<file path="src/rtl/ambient_light_backlight_controller_defines.svh">
// Assertion macros shared by the controller RTL.
`ifndef AMBIENT_LIGHT_BACKLIGHT_CONTROLLER_DEFINES_SVH
`define AMBIENT_LIGHT_BACKLIGHT_CONTROLLER_DEFINES_SVH

// The consequent must hold in the same cycle as the antecedent.
`define ALS_ASSERT_NOW(label, ante, cons, msg) \
   label: assert property (@(posedge clock) disable iff (reset) (ante) |-> (cons)) \
      else $error(msg);

// The consequent must hold in the cycle after the antecedent.
`define ALS_ASSERT_NEXT(label, ante, cons, msg) \
   label: assert property (@(posedge clock) disable iff (reset) (ante) |=> (cons)) \
      else $error(msg);

`endif

</file>
<file path="src/rtl/als_pkg.sv">
package als_pkg;

   localparam int LEVEL_W = 10;

   // Configuration register indexes.
   typedef enum logic [2:0] {
      CSR_ALPHA_UP        = 3'd0,
      CSR_ALPHA_DOWN      = 3'd1,
      CSR_CURVE_MIDPOINT  = 3'd2,
      CSR_HYSTERESIS_BAND = 3'd3,
      CSR_RAMP_SHIFT      = 3'd4,
      CSR_MIN_LEVEL       = 3'd5,
      CSR_MAX_LEVEL       = 3'd6
   } als_csr_type;

   localparam logic [7:0]  ALPHA_UP_RST   = 8'd77;
   localparam logic [7:0]  ALPHA_DOWN_RST = 8'd20;
   localparam logic [9:0]  MIDPOINT_RST   = 10'd50;
   localparam logic [5:0]  BAND_RST       = 6'd6;
   localparam logic [2:0]  SHIFT_RST      = 3'd3;
   localparam logic [9:0]  MIN_LEVEL_RST  = 10'd2;
   localparam logic [9:0]  MAX_LEVEL_RST  = 10'd510;
   localparam logic [7:0]  SLIDER_RST     = 8'd128;
   localparam logic [7:0]  SLIDER_FULL    = 8'd255;

   // Control to the sample window: writes and clears from the input, start from the sequencer.
   typedef struct packed {
      logic wr_en;
      logic clear;
      logic start;
   } als_win_ctl_type;

   // A value below lo gives lo, otherwise one above hi gives hi.
   function automatic logic [LEVEL_W-1:0] als_clamp(input logic signed [12:0] v,
                                                    input logic [LEVEL_W-1:0] lo,
                                                    input logic [LEVEL_W-1:0] hi);
      logic [LEVEL_W-1:0] r;
      if (v < $signed({3'b000, lo})) begin
         r = lo;
      end else if (v > $signed({3'b000, hi})) begin
         r = hi;
      end else begin
         r = v[LEVEL_W-1:0];
      end
      return r;
   endfunction

endpackage

</file>
<file path="src/rtl/als_req_if.sv">
interface als_req_if;
   logic       valid;
   logic       ready;
   logic       kind;
   logic [15:0] lux_sample;
   logic       auto_mode;
   logic       slider_valid;
   logic [7:0] slider_level;

   modport source (output valid, kind, lux_sample, auto_mode, slider_valid, slider_level,
                   input ready);
   modport sink (input valid, kind, lux_sample, auto_mode, slider_valid, slider_level,
                 output ready);
endinterface

</file>
<file path="src/rtl/als_rsp_if.sv">
interface als_rsp_if;
   logic        valid;
   logic        ready;
   logic [9:0]  backlight_level;
   logic        level_written;
   logic [9:0]  target_level;
   logic [15:0] filtered_lux;

   modport source (output valid, backlight_level, level_written, target_level, filtered_lux,
                   input ready);
   modport sink (input valid, backlight_level, level_written, target_level, filtered_lux,
                 output ready);
endinterface

</file>
<file path="src/rtl/als_div.sv">
module als_div #(
   parameter int NUMW = 27,
   parameter int DENW = 18
) (
   input  logic            clock,
   input  logic            reset,
   input  logic            start,
   input  logic [NUMW-1:0] dividend,
   input  logic [DENW-1:0] divisor,
   output logic            busy,
   output logic            done,
   output logic [NUMW-1:0] quotient
);

   localparam int CNTW = $clog2(NUMW + 1);

   logic [NUMW-1:0] dvd_ff;
   logic [DENW-1:0] rem_ff;
   logic [DENW-1:0] dsr_ff;
   logic [CNTW-1:0] cnt_ff;
   logic            busy_ff;
   logic            done_ff;
   logic [DENW:0]   rem_sh;
   logic            fits;

   // One quotient bit per cycle, restoring form.
   assign rem_sh = {rem_ff, dvd_ff[NUMW-1]};
   assign fits   = rem_sh >= {1'b0, dsr_ff};

   always_ff @(posedge clock) begin
      if (reset) begin
         busy_ff <= 1'b0;
         done_ff <= 1'b0;
         cnt_ff  <= '0;
      end else begin
         done_ff <= 1'b0;
         if (start) begin
            dvd_ff  <= dividend;
            dsr_ff  <= divisor;
            rem_ff  <= '0;
            cnt_ff  <= CNTW'(NUMW);
            busy_ff <= 1'b1;
         end else if (busy_ff) begin
            if (fits) begin
               rem_ff <= DENW'(rem_sh - {1'b0, dsr_ff});
            end else begin
               rem_ff <= rem_sh[DENW-1:0];
            end
            dvd_ff <= {dvd_ff[NUMW-2:0], fits};
            cnt_ff <= cnt_ff - 1'b1;
            if (cnt_ff == CNTW'(1)) begin
               busy_ff <= 1'b0;
               done_ff <= 1'b1;
            end
         end
      end
   end

   assign busy     = busy_ff;
   assign done     = done_ff;
   assign quotient = dvd_ff;

endmodule

</file>
<file path="src/rtl/als_window.sv">
module als_window import als_pkg::*; #(
   parameter int WINDOW_SIZE = 5,
   parameter int LUX_BITS    = 16
) (
   input  logic                clock,
   input  logic                reset,
   input  als_win_ctl_type     ctl,
   input  logic [LUX_BITS-1:0] wr_data,
   output logic                done,
   output logic [LUX_BITS-1:0] median
);

   localparam int CW = $clog2(WINDOW_SIZE + 1);
   localparam int IW = (WINDOW_SIZE > 1) ? $clog2(WINDOW_SIZE) : 1;

   typedef enum logic [2:0] {M_IDLE, M_LOAD, M_SCAN, M_NEXT, M_DONE} med_state_type;

   med_state_type       state_ff;
   logic [LUX_BITS-1:0] win_ff [WINDOW_SIZE];
   logic [CW-1:0]       count_ff;
   logic [CW-1:0]       index_ff;
   logic [CW-1:0]       i_ff;
   logic [CW-1:0]       j_ff;
   logic [CW-1:0]       rank_ff;
   logic [LUX_BITS-1:0] cand_ff;
   logic [LUX_BITS-1:0] lo_ff;
   logic [LUX_BITS-1:0] hi_ff;
   logic [CW-1:0]       rd_idx;
   logic [LUX_BITS-1:0] rd_val;
   logic [CW-1:0]       last_idx;
   logic [CW-1:0]       k_lo;
   logic [CW-1:0]       k_hi;
   logic                below;
   logic [LUX_BITS:0]   mid_sum;

   // A single read port serves both the candidate load and the scan.
   assign rd_idx   = (state_ff == M_LOAD) ? i_ff : j_ff;
   assign rd_val   = win_ff[rd_idx[IW-1:0]];
   assign last_idx = count_ff - 1'b1;
   assign k_lo     = last_idx >> 1;
   assign k_hi     = count_ff >> 1;
   // Ties rank by position so every entry gets a distinct rank.
   assign below    = (rd_val < cand_ff) || ((rd_val == cand_ff) && (j_ff < i_ff));
   assign mid_sum  = {1'b0, lo_ff} + {1'b0, hi_ff};

   always_ff @(posedge clock) begin
      if (ctl.wr_en) begin
         win_ff[index_ff[IW-1:0]] <= wr_data;
      end
   end

   always_ff @(posedge clock) begin
      if (reset) begin
         state_ff <= M_IDLE;
         count_ff <= '0;
         index_ff <= '0;
      end else begin
         if (ctl.clear) begin
            count_ff <= '0;
            index_ff <= '0;
         end else if (ctl.wr_en) begin
            index_ff <= (index_ff == CW'(WINDOW_SIZE - 1)) ? '0 : index_ff + 1'b1;
            if (count_ff != CW'(WINDOW_SIZE)) begin
               count_ff <= count_ff + 1'b1;
            end
         end
         unique case (state_ff)
            M_IDLE: begin
               if (ctl.start) begin
                  i_ff <= '0;
                  if (count_ff == '0) begin
                     lo_ff    <= '0;
                     hi_ff    <= '0;
                     state_ff <= M_DONE;
                  end else begin
                     state_ff <= M_LOAD;
                  end
               end
            end
            M_LOAD: begin
               cand_ff  <= rd_val;
               j_ff     <= '0;
               rank_ff  <= '0;
               state_ff <= M_SCAN;
            end
            M_SCAN: begin
               if (below) begin
                  rank_ff <= rank_ff + 1'b1;
               end
               if (j_ff == last_idx) begin
                  state_ff <= M_NEXT;
               end else begin
                  j_ff <= j_ff + 1'b1;
               end
            end
            M_NEXT: begin
               if (rank_ff == k_lo) begin
                  lo_ff <= cand_ff;
               end
               if (rank_ff == k_hi) begin
                  hi_ff <= cand_ff;
               end
               if (i_ff == last_idx) begin
                  state_ff <= M_DONE;
               end else begin
                  i_ff     <= i_ff + 1'b1;
                  state_ff <= M_LOAD;
               end
            end
            M_DONE: begin
               state_ff <= M_IDLE;
            end
            default: begin
               state_ff <= M_IDLE;
            end
         endcase
      end
   end

   assign done   = (state_ff == M_DONE);
   assign median = mid_sum[LUX_BITS:1];

endmodule

</file>
<file path="src/rtl/ambient_light_backlight_controller.sv">
// Ambient-light backlight controller.
// The req_chan channel carries light samples (kind 0) and frame ticks (kind 1);
// a transaction is accepted when valid and ready are both high. A light sample
// is stored and returns nothing. Each tick returns exactly one transaction on
// rsp_chan with the backlight level, whether it was written, the target (ramp
// goal in auto mode, slider map in manual) and the filtered lux (zero in
// manual). Registers are to be written through csr_* only while the block is
// idle; the block does not enforce this. There is no read-back. A tick is
// processed by a small sequencer around one shared restoring divider of
// LUX_BITS+11 bits (one quotient bit per cycle, done flag at the end) and a
// rank based median search over the window. An auto tick runs the median
// search, filter, curve division and ramp, skipping the division at zero
// filtered lux and the filter update on the first tick after a mode change;
// a slider move that captures a new offset adds a slider-map division. A
// manual tick runs the slider-map division, skipped when the slider sits at
// either end. ready is low while a tick is in work and during reset.
// The result sits in an output register; the next item is accepted while
// it waits, but a following tick holds its result until the slot frees.
// Synchronous reset restores the register defaults and clears all history.
`include "ambient_light_backlight_controller_defines.svh"

module ambient_light_backlight_controller import als_pkg::*; #(
   parameter int WINDOW_SIZE = 5,
   parameter int LUX_BITS    = 16
) (
   input  logic       clock,
   input  logic       reset,
   als_req_if.sink    req_chan,
   als_rsp_if.source  rsp_chan,
   input  logic       csr_wr_en,
   input  logic [2:0] csr_index,
   input  logic [9:0] csr_wr_data
);

   localparam int FW   = LUX_BITS + 8;           // filter, 8 fraction bits
   localparam int FX_W = LUX_BITS + 1;           // rounded filter
   localparam int NUMW = FX_W + LEVEL_W;         // divider dividend
   localparam int DENW = FX_W + 1;               // divider divisor
   localparam int EXT_W = (LUX_BITS > 16 ? LUX_BITS : 16) + 1;
   localparam int FXE  = (FX_W > 17) ? FX_W : 17;

   typedef enum logic [3:0] {
      S_IDLE, S_MED_GO, S_MED_WAIT, S_EMA, S_EMA_MUL, S_EMA_UPD, S_FLUX, S_CURVE,
      S_CURVE_WAIT, S_SLIDE, S_SMAP_GO, S_SMAP_WAIT, S_SMAP_DONE, S_TARGET, S_RAMP,
      S_OUT
   } seq_state_type;

   // Configuration registers.
   logic [7:0]  alpha_up_ff, alpha_down_ff;
   logic [9:0]  midpoint_ff;
   logic [5:0]  band_ff;
   logic [2:0]  shift_ff;
   logic [9:0]  min_ff, max_ff;

   seq_state_type       state_ff;
   logic                mode_ff;
   logic                sv_ff;
   logic [7:0]          sw_ff;
   logic [7:0]          manual_ff;
   logic                last_mode_ff, last_mode_valid_ff;
   logic [FW-1:0]       filt_ff;
   logic                filt_valid_ff;
   logic                up_ff;
   logic [FW-1:0]       diff_ff;
   logic [FW+7:0]       prod_ff;
   logic [LUX_BITS-1:0] med_ff;
   logic [FX_W-1:0]     flux_ff;
   logic [9:0]          auto_ff;
   logic signed [10:0]  offset_ff;
   logic [7:0]          last_slider_ff;
   logic                last_slider_valid_ff;
   logic [9:0]          smap_ff;
   logic                neg_ff;
   logic [9:0]          goal_ff;
   logic                goal_valid_ff;
   logic [9:0]          cur_ff;
   logic                cur_valid_ff;
   logic                written_ff;
   logic                rsp_valid_ff;
   logic [9:0]          rsp_level_ff;
   logic                rsp_written_ff;
   logic [9:0]          rsp_target_ff;
   logic [15:0]         rsp_flux_ff;

   logic                req_fire;
   logic                mode_change;
   logic [EXT_W-1:0]    lux_ext;
   logic [EXT_W-1:0]    lux_max_ext;
   logic [LUX_BITS-1:0] lux_sat;
   als_win_ctl_type     win_ctl;
   logic                med_done;
   logic [LUX_BITS-1:0] med_val;
   logic                div_start;
   logic [NUMW-1:0]     div_dvd;
   logic [DENW-1:0]     div_dsr;
   logic                div_busy;
   logic                div_done;
   logic [NUMW-1:0]     div_quot;
   logic [FW-1:0]       med_q;
   logic [7:0]          alpha_sel;
   logic [FW+7:0]       ema_prod;
   logic [FW-1:0]       ema_step;
   logic [FW:0]         filt_round;
   logic [NUMW-1:0]     curve_num;
   logic [DENW-1:0]     curve_den;
   logic signed [10:0]  lvl_span;
   logic [9:0]          span_abs;
   logic [17:0]         slider_prod;
   logic [9:0]          smap_q;
   logic [10:0]         smap_calc;
   logic signed [10:0]  off_calc;
   logic signed [12:0]  tgt_sum;
   logic [9:0]          tgt;
   logic [9:0]          tgt_dist;
   logic [9:0]          ramp_dist;
   logic [9:0]          ramp_raw;
   logic [9:0]          ramp_step;
   logic [FXE-1:0]      flux_ext;
   logic [15:0]         flux_out;
   logic                offset_capture;

   // Input handling: ready only between ticks and never during reset.
   assign req_chan.ready = (state_ff == S_IDLE) && !reset;
   assign req_fire       = req_chan.valid && req_chan.ready;
   assign mode_change    = !last_mode_valid_ff || (req_chan.auto_mode != last_mode_ff);

   // Samples above the lux range saturate.
   assign lux_ext     = EXT_W'(req_chan.lux_sample);
   assign lux_max_ext = EXT_W'((64'd1 << LUX_BITS) - 64'd1);
   assign lux_sat     = (lux_ext > lux_max_ext) ? lux_max_ext[LUX_BITS-1:0]
                                                : lux_ext[LUX_BITS-1:0];

   assign win_ctl.wr_en = req_fire && !req_chan.kind;
   assign win_ctl.clear = req_fire && req_chan.kind && mode_change;
   assign win_ctl.start = (state_ff == S_MED_GO);

   als_window #(.WINDOW_SIZE(WINDOW_SIZE), .LUX_BITS(LUX_BITS)) u_window (
      .clock   (clock),
      .reset   (reset),
      .ctl     (win_ctl),
      .wr_data (lux_sat),
      .done    (med_done),
      .median  (med_val)
   );

   // Filter arithmetic: one multiplier, registered before the update.
   assign med_q      = {med_ff, 8'h00};
   assign alpha_sel  = up_ff ? alpha_up_ff : alpha_down_ff;
   assign ema_prod   = diff_ff * alpha_sel;
   assign ema_step   = prod_ff[FW+7:8];
   assign filt_round = {1'b0, filt_ff} + (FW+1)'(128);

   // Curve operands: level = lux * max_level / (lux + curve_midpoint).
   assign curve_num = flux_ff * max_ff;
   assign curve_den = {1'b0, flux_ff} + DENW'(midpoint_ff);

   // Slider map: min + slider * (max - min) / 255, truncated toward zero.
   assign lvl_span    = $signed({1'b0, max_ff}) - $signed({1'b0, min_ff});
   assign span_abs    = lvl_span[10] ? 10'(-lvl_span) : lvl_span[9:0];
   assign slider_prod = sw_ff * span_abs;
   assign smap_q      = div_quot[9:0];
   assign smap_calc   = neg_ff ? ({1'b0, min_ff} - {1'b0, smap_q})
                               : ({1'b0, min_ff} + {1'b0, smap_q});

   // The shared divider serves the curve and the slider map.
   always_comb begin
      div_start = 1'b0;
      div_dvd   = NUMW'(slider_prod);
      div_dsr   = DENW'(SLIDER_FULL);
      if (state_ff == S_CURVE) begin
         div_start = (flux_ff != '0);
         div_dvd   = curve_num;
         div_dsr   = curve_den;
      end else if (state_ff == S_SMAP_GO) begin
         div_start = (sw_ff != SLIDER_FULL) && (sw_ff != 8'h00);
      end
   end

   als_div #(.NUMW(NUMW), .DENW(DENW)) u_div (
      .clock    (clock),
      .reset    (reset),
      .start    (div_start),
      .dividend (div_dvd),
      .divisor  (div_dsr),
      .busy     (div_busy),
      .done     (div_done),
      .quotient (div_quot)
   );

   // Offset, target and hysteresis.
   assign off_calc  = $signed({1'b0, smap_ff}) - $signed({1'b0, auto_ff});
   assign tgt_sum   = $signed({3'b000, auto_ff}) + {{2{offset_ff[10]}}, offset_ff};
   assign tgt       = als_clamp(tgt_sum, min_ff, max_ff);
   assign tgt_dist  = (tgt > goal_ff) ? (tgt - goal_ff) : (goal_ff - tgt);

   // Proportional ramp, never less than one step.
   assign ramp_dist = (goal_ff > cur_ff) ? (goal_ff - cur_ff) : (cur_ff - goal_ff);
   assign ramp_raw  = ramp_dist >> shift_ff;
   assign ramp_step = (ramp_raw == '0) ? 10'd1 : ramp_raw;

   assign offset_capture = sv_ff && last_slider_valid_ff && (sw_ff != last_slider_ff);

   assign flux_ext = FXE'(flux_ff);
   assign flux_out = (flux_ext > FXE'(16'hFFFF)) ? 16'hFFFF : flux_ext[15:0];

   // Configuration writes.
   always_ff @(posedge clock) begin
      if (reset) begin
         alpha_up_ff   <= ALPHA_UP_RST;
         alpha_down_ff <= ALPHA_DOWN_RST;
         midpoint_ff   <= MIDPOINT_RST;
         band_ff       <= BAND_RST;
         shift_ff      <= SHIFT_RST;
         min_ff        <= MIN_LEVEL_RST;
         max_ff        <= MAX_LEVEL_RST;
      end else if (csr_wr_en) begin
         unique case (csr_index)
            CSR_ALPHA_UP:        alpha_up_ff   <= csr_wr_data[7:0];
            CSR_ALPHA_DOWN:      alpha_down_ff <= csr_wr_data[7:0];
            CSR_CURVE_MIDPOINT:  midpoint_ff   <= csr_wr_data;
            CSR_HYSTERESIS_BAND: band_ff       <= csr_wr_data[5:0];
            CSR_RAMP_SHIFT:      shift_ff      <= csr_wr_data[2:0];
            CSR_MIN_LEVEL:       min_ff        <= csr_wr_data;
            CSR_MAX_LEVEL:       max_ff        <= csr_wr_data;
            default: begin
            end
         endcase
      end
   end

   // Tick sequencer.
   always_ff @(posedge clock) begin
      if (reset) begin
         state_ff             <= S_IDLE;
         manual_ff            <= SLIDER_RST;
         last_mode_valid_ff   <= 1'b0;
         filt_valid_ff        <= 1'b0;
         filt_ff              <= '0;
         offset_ff            <= '0;
         last_slider_valid_ff <= 1'b0;
         goal_valid_ff        <= 1'b0;
         cur_valid_ff         <= 1'b0;
         rsp_valid_ff         <= 1'b0;
      end else begin
         // In S_OUT the output register is reloaded instead of emptied.
         if (rsp_valid_ff && rsp_chan.ready && (state_ff != S_OUT)) begin
            rsp_valid_ff <= 1'b0;
         end
         unique case (state_ff)
            S_IDLE: begin
               if (req_fire && req_chan.kind) begin
                  written_ff <= 1'b0;
                  mode_ff    <= req_chan.auto_mode;
                  sv_ff      <= req_chan.slider_valid;
                  if (req_chan.auto_mode || req_chan.slider_valid) begin
                     sw_ff <= req_chan.slider_level;
                  end else begin
                     sw_ff <= manual_ff;
                  end
                  if (!req_chan.auto_mode && req_chan.slider_valid) begin
                     manual_ff <= req_chan.slider_level;
                  end
                  // A change of mode restarts the filter chain.
                  if (mode_change) begin
                     last_mode_ff         <= req_chan.auto_mode;
                     last_mode_valid_ff   <= 1'b1;
                     filt_valid_ff        <= 1'b0;
                     filt_ff              <= '0;
                     goal_valid_ff        <= 1'b0;
                     offset_ff            <= '0;
                     last_slider_valid_ff <= 1'b0;
                  end
                  state_ff <= req_chan.auto_mode ? S_MED_GO : S_SMAP_GO;
               end
            end
            S_MED_GO: begin
               state_ff <= S_MED_WAIT;
            end
            S_MED_WAIT: begin
               if (med_done) begin
                  med_ff   <= med_val;
                  state_ff <= S_EMA;
               end
            end
            S_EMA: begin
               if (!filt_valid_ff) begin
                  filt_ff       <= med_q;
                  filt_valid_ff <= 1'b1;
                  state_ff      <= S_FLUX;
               end else begin
                  up_ff    <= (med_q > filt_ff);
                  diff_ff  <= (med_q > filt_ff) ? (med_q - filt_ff) : (filt_ff - med_q);
                  state_ff <= S_EMA_MUL;
               end
            end
            S_EMA_MUL: begin
               prod_ff  <= ema_prod;
               state_ff <= S_EMA_UPD;
            end
            S_EMA_UPD: begin
               filt_ff  <= up_ff ? (filt_ff + ema_step) : (filt_ff - ema_step);
               state_ff <= S_FLUX;
            end
            S_FLUX: begin
               flux_ff  <= filt_round[FW:8];
               state_ff <= S_CURVE;
            end
            S_CURVE: begin
               // Zero lux maps straight to the lowest level.
               if (flux_ff == '0) begin
                  auto_ff  <= min_ff;
                  state_ff <= S_SLIDE;
               end else begin
                  state_ff <= S_CURVE_WAIT;
               end
            end
            S_CURVE_WAIT: begin
               if (div_done) begin
                  auto_ff  <= als_clamp({3'b000, div_quot[9:0]}, min_ff, max_ff);
                  state_ff <= S_SLIDE;
               end
            end
            S_SLIDE: begin
               if (sv_ff) begin
                  last_slider_ff       <= sw_ff;
                  last_slider_valid_ff <= 1'b1;
               end
               state_ff <= offset_capture ? S_SMAP_GO : S_TARGET;
            end
            S_SMAP_GO: begin
               neg_ff <= lvl_span[10];
               if (sw_ff == SLIDER_FULL) begin
                  smap_ff  <= max_ff;
                  state_ff <= S_SMAP_DONE;
               end else if (sw_ff == 8'h00) begin
                  smap_ff  <= min_ff;
                  state_ff <= S_SMAP_DONE;
               end else begin
                  state_ff <= S_SMAP_WAIT;
               end
            end
            S_SMAP_WAIT: begin
               if (div_done) begin
                  smap_ff  <= smap_calc[9:0];
                  state_ff <= S_SMAP_DONE;
               end
            end
            S_SMAP_DONE: begin
               if (mode_ff) begin
                  offset_ff <= off_calc;
                  state_ff  <= S_TARGET;
               end else begin
                  written_ff   <= !cur_valid_ff || (cur_ff != smap_ff);
                  cur_ff       <= smap_ff;
                  cur_valid_ff <= 1'b1;
                  state_ff     <= S_OUT;
               end
            end
            S_TARGET: begin
               if (!goal_valid_ff || (tgt_dist > {4'b0000, band_ff})) begin
                  goal_ff <= tgt;
               end
               goal_valid_ff <= 1'b1;
               state_ff      <= S_RAMP;
            end
            S_RAMP: begin
               if (!cur_valid_ff) begin
                  cur_ff       <= goal_ff;
                  cur_valid_ff <= 1'b1;
                  written_ff   <= 1'b1;
               end else if (cur_ff != goal_ff) begin
                  cur_ff     <= (goal_ff > cur_ff) ? (cur_ff + ramp_step)
                                                   : (cur_ff - ramp_step);
                  written_ff <= 1'b1;
               end
               state_ff <= S_OUT;
            end
            S_OUT: begin
               // Wait for the output register to free before reporting.
               if (!rsp_valid_ff || rsp_chan.ready) begin
                  rsp_valid_ff   <= 1'b1;
                  rsp_level_ff   <= cur_ff;
                  rsp_written_ff <= written_ff;
                  rsp_target_ff  <= mode_ff ? goal_ff : smap_ff;
                  rsp_flux_ff    <= mode_ff ? flux_out : 16'h0000;
                  state_ff       <= S_IDLE;
               end
            end
            default: begin
               state_ff <= S_IDLE;
            end
         endcase
      end
   end

   assign rsp_chan.valid           = rsp_valid_ff;
   assign rsp_chan.backlight_level = rsp_level_ff;
   assign rsp_chan.level_written   = rsp_written_ff;
   assign rsp_chan.target_level    = rsp_target_ff;
   assign rsp_chan.filtered_lux    = rsp_flux_ff;

   // The divider only runs inside a tick, never while new items are taken.
   `ALS_ASSERT_NOW(a_div_idle_when_ready, req_chan.ready, !div_busy, "divider busy while ready")
   // An accepted tick closes the input until its result is formed.
   `ALS_ASSERT_NEXT(a_tick_blocks_input, req_fire && req_chan.kind, !req_chan.ready,
                    "input still open after a tick")
   // An auto result always carries a valid goal and current level.
   `ALS_ASSERT_NOW(a_auto_state_valid, (state_ff == S_OUT) && mode_ff,
                   goal_valid_ff && cur_valid_ff, "auto result without ramp state")

endmodule

</file>
<file path="src/flat_wrapper.sv">
// flat-port wrapper written by rule: the top's interface ports become plain ports
module ambient_light_backlight_controller_flat import als_pkg::*;
#(
   parameter int WINDOW_SIZE = 5,
   parameter int LUX_BITS    = 16
)
  (clock, reset, csr_wr_en, csr_index, csr_wr_data, req_chan_valid, req_chan_kind, req_chan_lux_sample, req_chan_auto_mode, req_chan_slider_valid, req_chan_slider_level, req_chan_ready, rsp_chan_valid, rsp_chan_backlight_level, rsp_chan_level_written, rsp_chan_target_level, rsp_chan_filtered_lux, rsp_chan_ready);
  als_req_if req_chan_i ();
  als_rsp_if rsp_chan_i ();
  input  logic clock;
  input  logic reset;
  input  logic csr_wr_en;
  input  logic [2:0] csr_index;
  input  logic [9:0] csr_wr_data;
  input wire logic [$bits(req_chan_i.valid)-1:0] req_chan_valid;
  input wire logic [$bits(req_chan_i.kind)-1:0] req_chan_kind;
  input wire logic [$bits(req_chan_i.lux_sample)-1:0] req_chan_lux_sample;
  input wire logic [$bits(req_chan_i.auto_mode)-1:0] req_chan_auto_mode;
  input wire logic [$bits(req_chan_i.slider_valid)-1:0] req_chan_slider_valid;
  input wire logic [$bits(req_chan_i.slider_level)-1:0] req_chan_slider_level;
  output wire logic [$bits(req_chan_i.ready)-1:0] req_chan_ready;
  output wire logic [$bits(rsp_chan_i.valid)-1:0] rsp_chan_valid;
  output wire logic [$bits(rsp_chan_i.backlight_level)-1:0] rsp_chan_backlight_level;
  output wire logic [$bits(rsp_chan_i.level_written)-1:0] rsp_chan_level_written;
  output wire logic [$bits(rsp_chan_i.target_level)-1:0] rsp_chan_target_level;
  output wire logic [$bits(rsp_chan_i.filtered_lux)-1:0] rsp_chan_filtered_lux;
  input wire logic [$bits(rsp_chan_i.ready)-1:0] rsp_chan_ready;
  assign req_chan_i.valid = req_chan_valid;
  assign req_chan_i.kind = req_chan_kind;
  assign req_chan_i.lux_sample = req_chan_lux_sample;
  assign req_chan_i.auto_mode = req_chan_auto_mode;
  assign req_chan_i.slider_valid = req_chan_slider_valid;
  assign req_chan_i.slider_level = req_chan_slider_level;
  assign req_chan_ready = req_chan_i.ready;
  assign rsp_chan_valid = rsp_chan_i.valid;
  assign rsp_chan_backlight_level = rsp_chan_i.backlight_level;
  assign rsp_chan_level_written = rsp_chan_i.level_written;
  assign rsp_chan_target_level = rsp_chan_i.target_level;
  assign rsp_chan_filtered_lux = rsp_chan_i.filtered_lux;
  assign rsp_chan_i.ready = rsp_chan_ready;
  ambient_light_backlight_controller #(.WINDOW_SIZE(WINDOW_SIZE), .LUX_BITS(LUX_BITS)) u_core (.clock(clock), .reset(reset), .req_chan(req_chan_i), .rsp_chan(rsp_chan_i), .csr_wr_en(csr_wr_en), .csr_index(csr_index), .csr_wr_data(csr_wr_data));
endmodule
</file>
<file path="config.mk">
export PLATFORM = sky130hd
export DESIGN_NAME = ambient_light_backlight_controller_flat
export DESIGN_NICKNAME = d
export VERILOG_FILES = /design/src/rtl/als_pkg.sv /design/src/rtl/als_req_if.sv /design/src/rtl/als_rsp_if.sv /design/src/rtl/als_div.sv /design/src/rtl/als_window.sv /design/src/rtl/ambient_light_backlight_controller.sv /design/src/flat_wrapper.sv
export VERILOG_INCLUDE_DIRS = /design/src /design/src/rtl
export SDC_FILE = /design/constraint.sdc
export NUM_CORES = 2
export LEC_CHECK = 0
export ABC_AREA = 0
export BUFFER_PORTS_ARGS = -buffer_cell sky130_fd_sc_hd__buf_4
export CAP_MARGIN = 5
export CORE_MARGIN = 5
export CORE_UTILIZATION = 45
export CTS_CLUSTER_DIAMETER = 60
export CTS_CLUSTER_SIZE = 28
export DETAILED_ROUTE_END_ITERATION = 10
export PLACE_DENSITY = 0.58
export SLEW_MARGIN = 20
export SYNTH_ARGS = -nofsm -noshare
export SYNTH_HDL_FRONTEND = slang
export SYNTH_SLANG_ARGS = --single-unit
</file>
<file path="constraint.sdc">
create_clock -name clock -period 8.6 [get_ports clock]
set_input_delay 0 -clock clock [delete_from_list [all_inputs] [get_ports clock]]
set_output_delay 0 -clock clock [all_outputs]
set_load 0.02 [all_outputs]
</file>
Word-level counts from Yosys, hierarchy flattened
Memories as Yosys holds them, arrays and structs flattened.
Index checks and enable logic that the tools add are counted.

operators by class
  equality and inequality tests = 61
  shift-type cells = 1
  reductions and logical operators = 89
  $lt $le $gt $ge = 13
  bitwise gates (word level) = 2
  mux-type cells = 100
  $add $sub $neg = 27
  multiply operators = 3

operators by type and width
  kind                                                             number
  10-bit two-way mux                                               19
  24-bit two-way mux                                               5
  16-bit two-way mux                                               6
  27-bit two-way mux                                               3
  24-bit case mux with 3 select lines                              1
  24-bit subtractor                                                3
  16-bit case mux with 2 select lines                              2
  4-bit case mux with 16 select lines                              1
  10-bit case mux with 2 select lines                              3
  10-bit subtractor                                                6
  18-bit two-way mux                                               2
  3-bit two-way mux                                                12
  3-bit AND reduction                                              12
  11-bit two-way mux                                               3
  4-bit == test, second input constant                             8
  24-bit by 8-bit multiplier with 32-bit output                    1
  2-bit AND reduction                                              16
  4-bit AND reduction                                              8
  10-bit greater-than comparator                                   3
  4-bit two-way mux                                                7
  2-bit inequality test, second input constant                     14
  17-bit by 10-bit multiplier with 27-bit output                   1
  24-bit by 8-bit adder with 25-bit output, second input constant  1
  24-bit adder                                                     1
  65 further kinds                                                 158

storage, ports and cells
  RAM bits = 80
  memories = 1
  output and inout bits = 39
  input bits = 45
  flip-flop bits (word level) = 432
  word-level logic and storage cells = 350

memory list
  name                    depth  bits a word  rd ports  clocked after memory_dff  wr ports  line              text
  u_core.u_window.win_ff  5      16           1         0                         1         als_window.sv:19  logic [LUX_BITS-1:0] win_ff [WINDOW_SIZE];

Depth between registers and ports, before layout
  depth after elaboration = 10
  depth in mapped cells = 39
  depth with buffers taken out = 38

Modules after synthesis
A second synthesis with hierarchy kept.

unflattened totals
  cell total of the unflattened synthesis = 4639
  area, all modules = 44818.0 µm²

modules (own cells, without submodules)
  module                              area each (µm²)  instances  cells each  sequential area each (µm²)
  ambient_light_backlight_controller  34129.0          1          3848        7567.3
  als_window                          6867.8           1          475         4294.1
  als_div                             3821.2           1          316         2031.9

Worst setup path after synthesis
Ideal clock, no wire load.

  path kind = reg2reg
  start = reg u_core.auto_ff[0]
  end = reg u_core.goal_ff[0], enable pin
  data arrival time = 7.171 ns
  path buffers = 0
  clock period less this slack = 7.462 ns
  stages on the path, launching flop included = 36
  data required time = 8.310 ns
  setup time = 0.290 ns
  path slack = 1.138 ns
  cells stage by stage = edfxtp_1 ha_1 fa_1 a21o_1 a21oi_1 o21bai_1 a21oi_1 o21bai_1 a21oi_1 xnor2_1 ha_1 o21ai_0 a21oi_1 o21ai_0 a21oi_1 o21ai_1 mux2_2 mux2_2 ha_1 nor2b_1 o21ai_0 a21oi_1 o21a_1 o211ai_1 nand2_1 mux2_2 or2_2 xor2_1 ha_1 o21ai_0 nand2b_1 a21oi_1 nor2b_1 o22ai_1 nand4_1 o31a_1

between the ends
  longest elaborated chain between the ends = 9
  elaborated cells between the ends (all ways) = 12
  those cells by class = add/sub (3); order compare (4); mux (3); reduce/logical (2)

RTL lines
  what                                                                        line                                       text
  start: declaration                                                          ambient_light_backlight_controller.sv:68   logic [9:0] auto_ff;
  start signal: assignment                                                    ambient_light_backlight_controller.sv:311  auto_ff <= min_ff;
  start signal: assignment                                                    ambient_light_backlight_controller.sv:319  auto_ff <= als_clamp({3'b000, div_quot[9:0]}, min_ff, max_ff);
  11-bit by 11-bit adder with 12-bit output (*)                               ambient_light_backlight_controller.sv:192  assign tgt_sum = $signed({3'b000, auto_ff}) + {{2{offset_ff[10]}}, offset_ff};
  13-bit by 11-bit greater-than comparator with 1-bit output                  als_pkg.sv:40                              end else if (v > $signed({3'b000, hi})) begin
  10-bit two-way mux                                                          als_pkg.sv:40
  10-bit two-way mux (*)                                                      als_pkg.sv:38                              if (v < $signed({3'b000, lo})) begin
  net u_core.tgt[2]                                                           ambient_light_backlight_controller.sv:113  logic [9:0] tgt;
  10-bit subtractor / 10-bit greater-than comparator (equally long branches)  ambient_light_backlight_controller.sv:194  assign tgt_dist = (tgt > goal_ff) ? (tgt - goal_ff) : (goal_ff - tgt);
  10-bit two-way mux (*)                                                      ambient_light_backlight_controller.sv:194
  10-bit by 6-bit greater-than comparator with 1-bit output (*)               ambient_light_backlight_controller.sv:360  if (!goal_valid_ff || (tgt_dist > {4'b0000, band_ff})) begin
  1-bit logical OR (*)                                                        ambient_light_backlight_controller.sv:360
  3-bit AND reduction (no line) (*)                                           n/a
  end signal: assignment                                                      ambient_light_backlight_controller.sv:361  goal_ff <= tgt;
  end: declaration                                                            ambient_light_backlight_controller.sv:74   logic [9:0] goal_ff;

Mark *: on every way through the listed nets, which the timed path passes. The rest lies on a longest branch.
A chain may end at the register's enable or synchronous reset.

Worst setup path after layout
  start = reg u_core.max_ff[0]
  end = reg u_core.u_div.dvd_ff[17], in the netlist u_core.u_div.quotient[17] (data pin)

between the ends
  elaborated cells between the ends (all ways) = 7
  those cells by class = add/sub (2); mul (2); mux (3)

RTL lines
  what                                            line                                       text
  start: declaration                              ambient_light_backlight_controller.sv:53   logic [9:0] min_ff, max_ff;
  start signal: assignment                        ambient_light_backlight_controller.sv:224  CSR_MAX_LEVEL: max_ff <= csr_wr_data;
  10-bit by 10-bit subtractor with 11-bit output  ambient_light_backlight_controller.sv:158  assign lvl_span = $signed({1'b0, max_ff}) - $signed({1'b0, min_ff});
  net u_core.lvl_span[10]                         ambient_light_backlight_controller.sv:106  logic signed [10:0] lvl_span;
  10-bit two-way mux                              ambient_light_backlight_controller.sv:159  assign span_abs = lvl_span[10] ? 10'(-lvl_span) : lvl_span[9:0];
  8-bit by 10-bit multiplier with 18-bit output   ambient_light_backlight_controller.sv:160  assign slider_prod = sw_ff * span_abs;
  27-bit two-way mux                              ambient_light_backlight_controller.sv:170  if (state_ff == S_CURVE) begin
  27-bit two-way mux                              als_div.sv:37                              if (start) begin
  end signal: assignment                          als_div.sv:38                              dvd_ff <= dividend;
  end signal: assignment                          als_div.sv:49                              dvd_ff <= {dvd_ff[NUMW-2:0], fits};
  end: declaration                                als_div.sv:17                              logic [NUMW-1:0] dvd_ff;

The timed path passes the listed nets, and every way through them passes these cells.

==> summary.txt <==
outcome -> finished clean
clock skew -> 0.0838 ns
final routed DRC violation total -> 0
Synth Warn # -> 0
1st-iter DRT viols -> 2096
num ports -> 84
RSZ-0062 raised after global routing -> no
Worst VDD drop -> 0.000217 V
Routed Wire Length -> 120000 microns
Critical Path Slowest Stage Cell -> xnor2_1
Critical Path Most Common Cell -> o21ai_0
EDFF count, synth -> 380
Finished Core Util -> 50.4%
All-Layer GR Usage -> 22.8%
Critical Path RT -> 9.04 ns
Fmax -> 126 MHz
clock sinks -> 504
Post-DRT Antenna Nets -> 0
simple-gate share of the synthesized area -> 15.5%
worst skew pair latency -> 0.72 ns
complex-gate fraction of the synthesized area -> 12.2%
Rows -> 115
Yosys reg bits -> 504
Syn Inst Count -> 4614
ys async rst share -> 0%
Setup CP Type -> flip-flop to flip-flop
initial core utilization -> 45.1%
vias in the first global route -> 33300
Num CTS Buffers -> 57
Die Area -> 0.104 sq mm
drt wl/cell -> 19.7 microns
Worst Setup End Kind -> flip-flop
post-DP HPWL -> 90900 microns
Finished Layout Cells -> 6072
grt total ovfl -> 0
Crit Path Max Fanout -> 9
core area -> 0.0978 sq mm
Clock transition at path regs -> 0.09 ns
min-delay worst type -> primary input to flip-flop
Post-Synth Adder-Cell Area -> 25.8%
vias -> 33300
DP Area -> 0.0464 sq mm
Area Growth Syn to Fin -> 11.6%
Multi-input gate area -> 0.0278 sq mm
arrival time at the worst endpoint -> 8.36 ns
design area -> 0.0493 sq mm
Rel. slew slack -> 28.3%
root buf cell -> clkbuf_16
final hold vios -> 0
vias per cell -> 5.48
post-synthesis xor/xnor area fraction -> 5.10%
share of cells above drive strength 1 -> 8.01%
LEAKAGE -> 21.0 nW
first-pass GRT wire length -> 188000 microns
Slew @ Worst Pin -> 1.06 ns
Setup TNS Final -> 0 ns
Max Cap Viol -> 0
# H-tree levels -> 2
Slew Limit Fails -> 0
initial antenna violation count -> 3
chip height -> 323 microns
Pwr per Cell Area -> 178 mW/mm^2
Filler cells -> 9157
RePlAce Congestion -> 0.942
PortBufs -> 83
fin crit share -> 92.1%
sequential fraction of the synthesis area -> 31.5%
CTS tree -> built
most common cell after layout, fill and taps aside -> nand2_1
placed cell count -> 5889
highest cell delay on the worst timing path -> 0.58 ns
largest family of logic cells by synthesized area -> adder cells
drt first pass iters -> 5
Mapped Area -> 0.0442 sq mm
Tmin final -> 7.92 ns
Clock Tree Buf Depth -> 3
R2R setup slack -> 0.68 ns
crit path launch type -> flip-flop
Final setup viols -> 0
largest net degree at the start of global routing -> 46
Die X -> 323 microns
post-synthesis mux area share -> 3.98%
Main synth FF type -> edfxtp_1
Mapped Avg Cell Area -> 9.57 sq um
post-synth net total -> 5382
FF/Latch Area -> 0.0139 sq mm
Nets -> 5502
most frequent cells in the layout -> nand2_1 (537), inv_1 (514), ha_1 (411), edfxtp_1 (380), fa_1 (312)
Yosys cell types -> 85
[final cells by class]
type,count,share of cell area [%]
Multi-Input combinational cell,3425,56.4
Sequential cell,504,28.2
Inverter,518,3.95
Timing Repair Buffer,228,3.83
Tap cell,1287,3.27
Clock buffer,61,2.93
Clock inverter,47,1.40
Antenna cell,2,0.0102
[cells in the mapped netlist, types with 124 or more instances]
cell type  count  area, sq um
a21oi_1      258         1290
clkbuf_1     148          556
dfxtp_1      124         2480
edfxtp_1     380        11400
fa_1         312         6250
ha_1         411         5140
inv_1        514         1930
nand2_1      538         2020
nor2_1       287         1080
nor2b_1      125          782
o21ai_0      187          936
xnor2_1      165         1450
[kinds of logic after synthesis]
kind of cell,Yosys count
simple gates,1443
fa+ha+maj,723
compound gates,854
xor+xnor,257
buf+inv,685
mux,148
flops,504
[metrics by stage]
step	worst slack (ns)	hold slack (ns)	total power, W
final	0.681	0.0490	0.00877
after floorplan	1.14	0.0989	0.00530
after CTS	0.499	0.00166	0.00883
after global placement	0.612	0.213	0.00605
after detailed placement	0.487	0.213	0.00606
after global routing	0.0119	0.00836	0.00939
[path summary, 6_finish.rpt]
check | from | end | cells past startpoint
worst max register to register | u_core.max_ff[0] | u_core.u_div.quotient[17] | 33
worst max-delay path | u_core.max_ff[0] | u_core.u_div.quotient[17] | 33
worst min register to register | u_core.written_ff | u_core.rsp_chan.level_written | 0
worst min-delay path | req_chan_lux_sample[0] | u_core.u_window.win_ff[1][0] | 2
[worst max-delay path, delay by kind of cell, from the launching register on]
kind	cells	cell delay [ns]
fa+ha+maj	7	2.88
compound gates	15	2.72
xor+xnor	2	0.74
buf+inv	5	0.58
simple gates	4	0.47
flops	1	0.31
[metal layers]
layer | global-route usage (%) | vias to the layer above | routed length [microns]
li1 | - | 16000 | -
met4 | 5.79 | 2 | 3190
met5 | 0 | - | 13
met1 | 31.1 | 16200 | 53600
met3 | 4.66 | 201 | 7630
met2 | 37.5 | 809 | 55500
[flip-flops by register name, summed over array words and instances (netlist names), 11 cells and up]
| register | cells |
|---|---|
| u_core.flux_ext | 17 |
| u_core.filt_ff | 24 |
| u_core.u_window.cand_ff | 16 |
| u_core.prod_ff | 24 |
| u_core.u_div.rem_ff | 18 |
| u_core.u_div.quotient | 27 |
| u_core.med_ff | 16 |
| u_core.offset_ff | 11 |
| u_core.u_window.hi_ff | 16 |
| u_core.u_window.win_ff | 80 |
| u_core.diff_ff | 24 |
| u_core.u_div.dsr_ff | 18 |
| u_core.u_window.lo_ff | 16 |
| u_core.rsp_chan.filtered_lux | 16 |
[timing repair]
item                       in CTS  in global routing
setup endpoints to repair       0                 13
buffers inserted                0                  2
resized for setup               0                  5
hold buffers                   71                  0
hold endpoints to repair      189                  0
[report_power, final]
group	switching, W	internal [W]	leakage (nW)
Clock	0.00131	0.00140	1.03
Sequential	0.0000852	0.00272	4.50
Combinational	0.00187	0.00138	15.5
Total	0.00326	0.00551	21.0
Note: power is estimated with default switching activity, not from simulation.
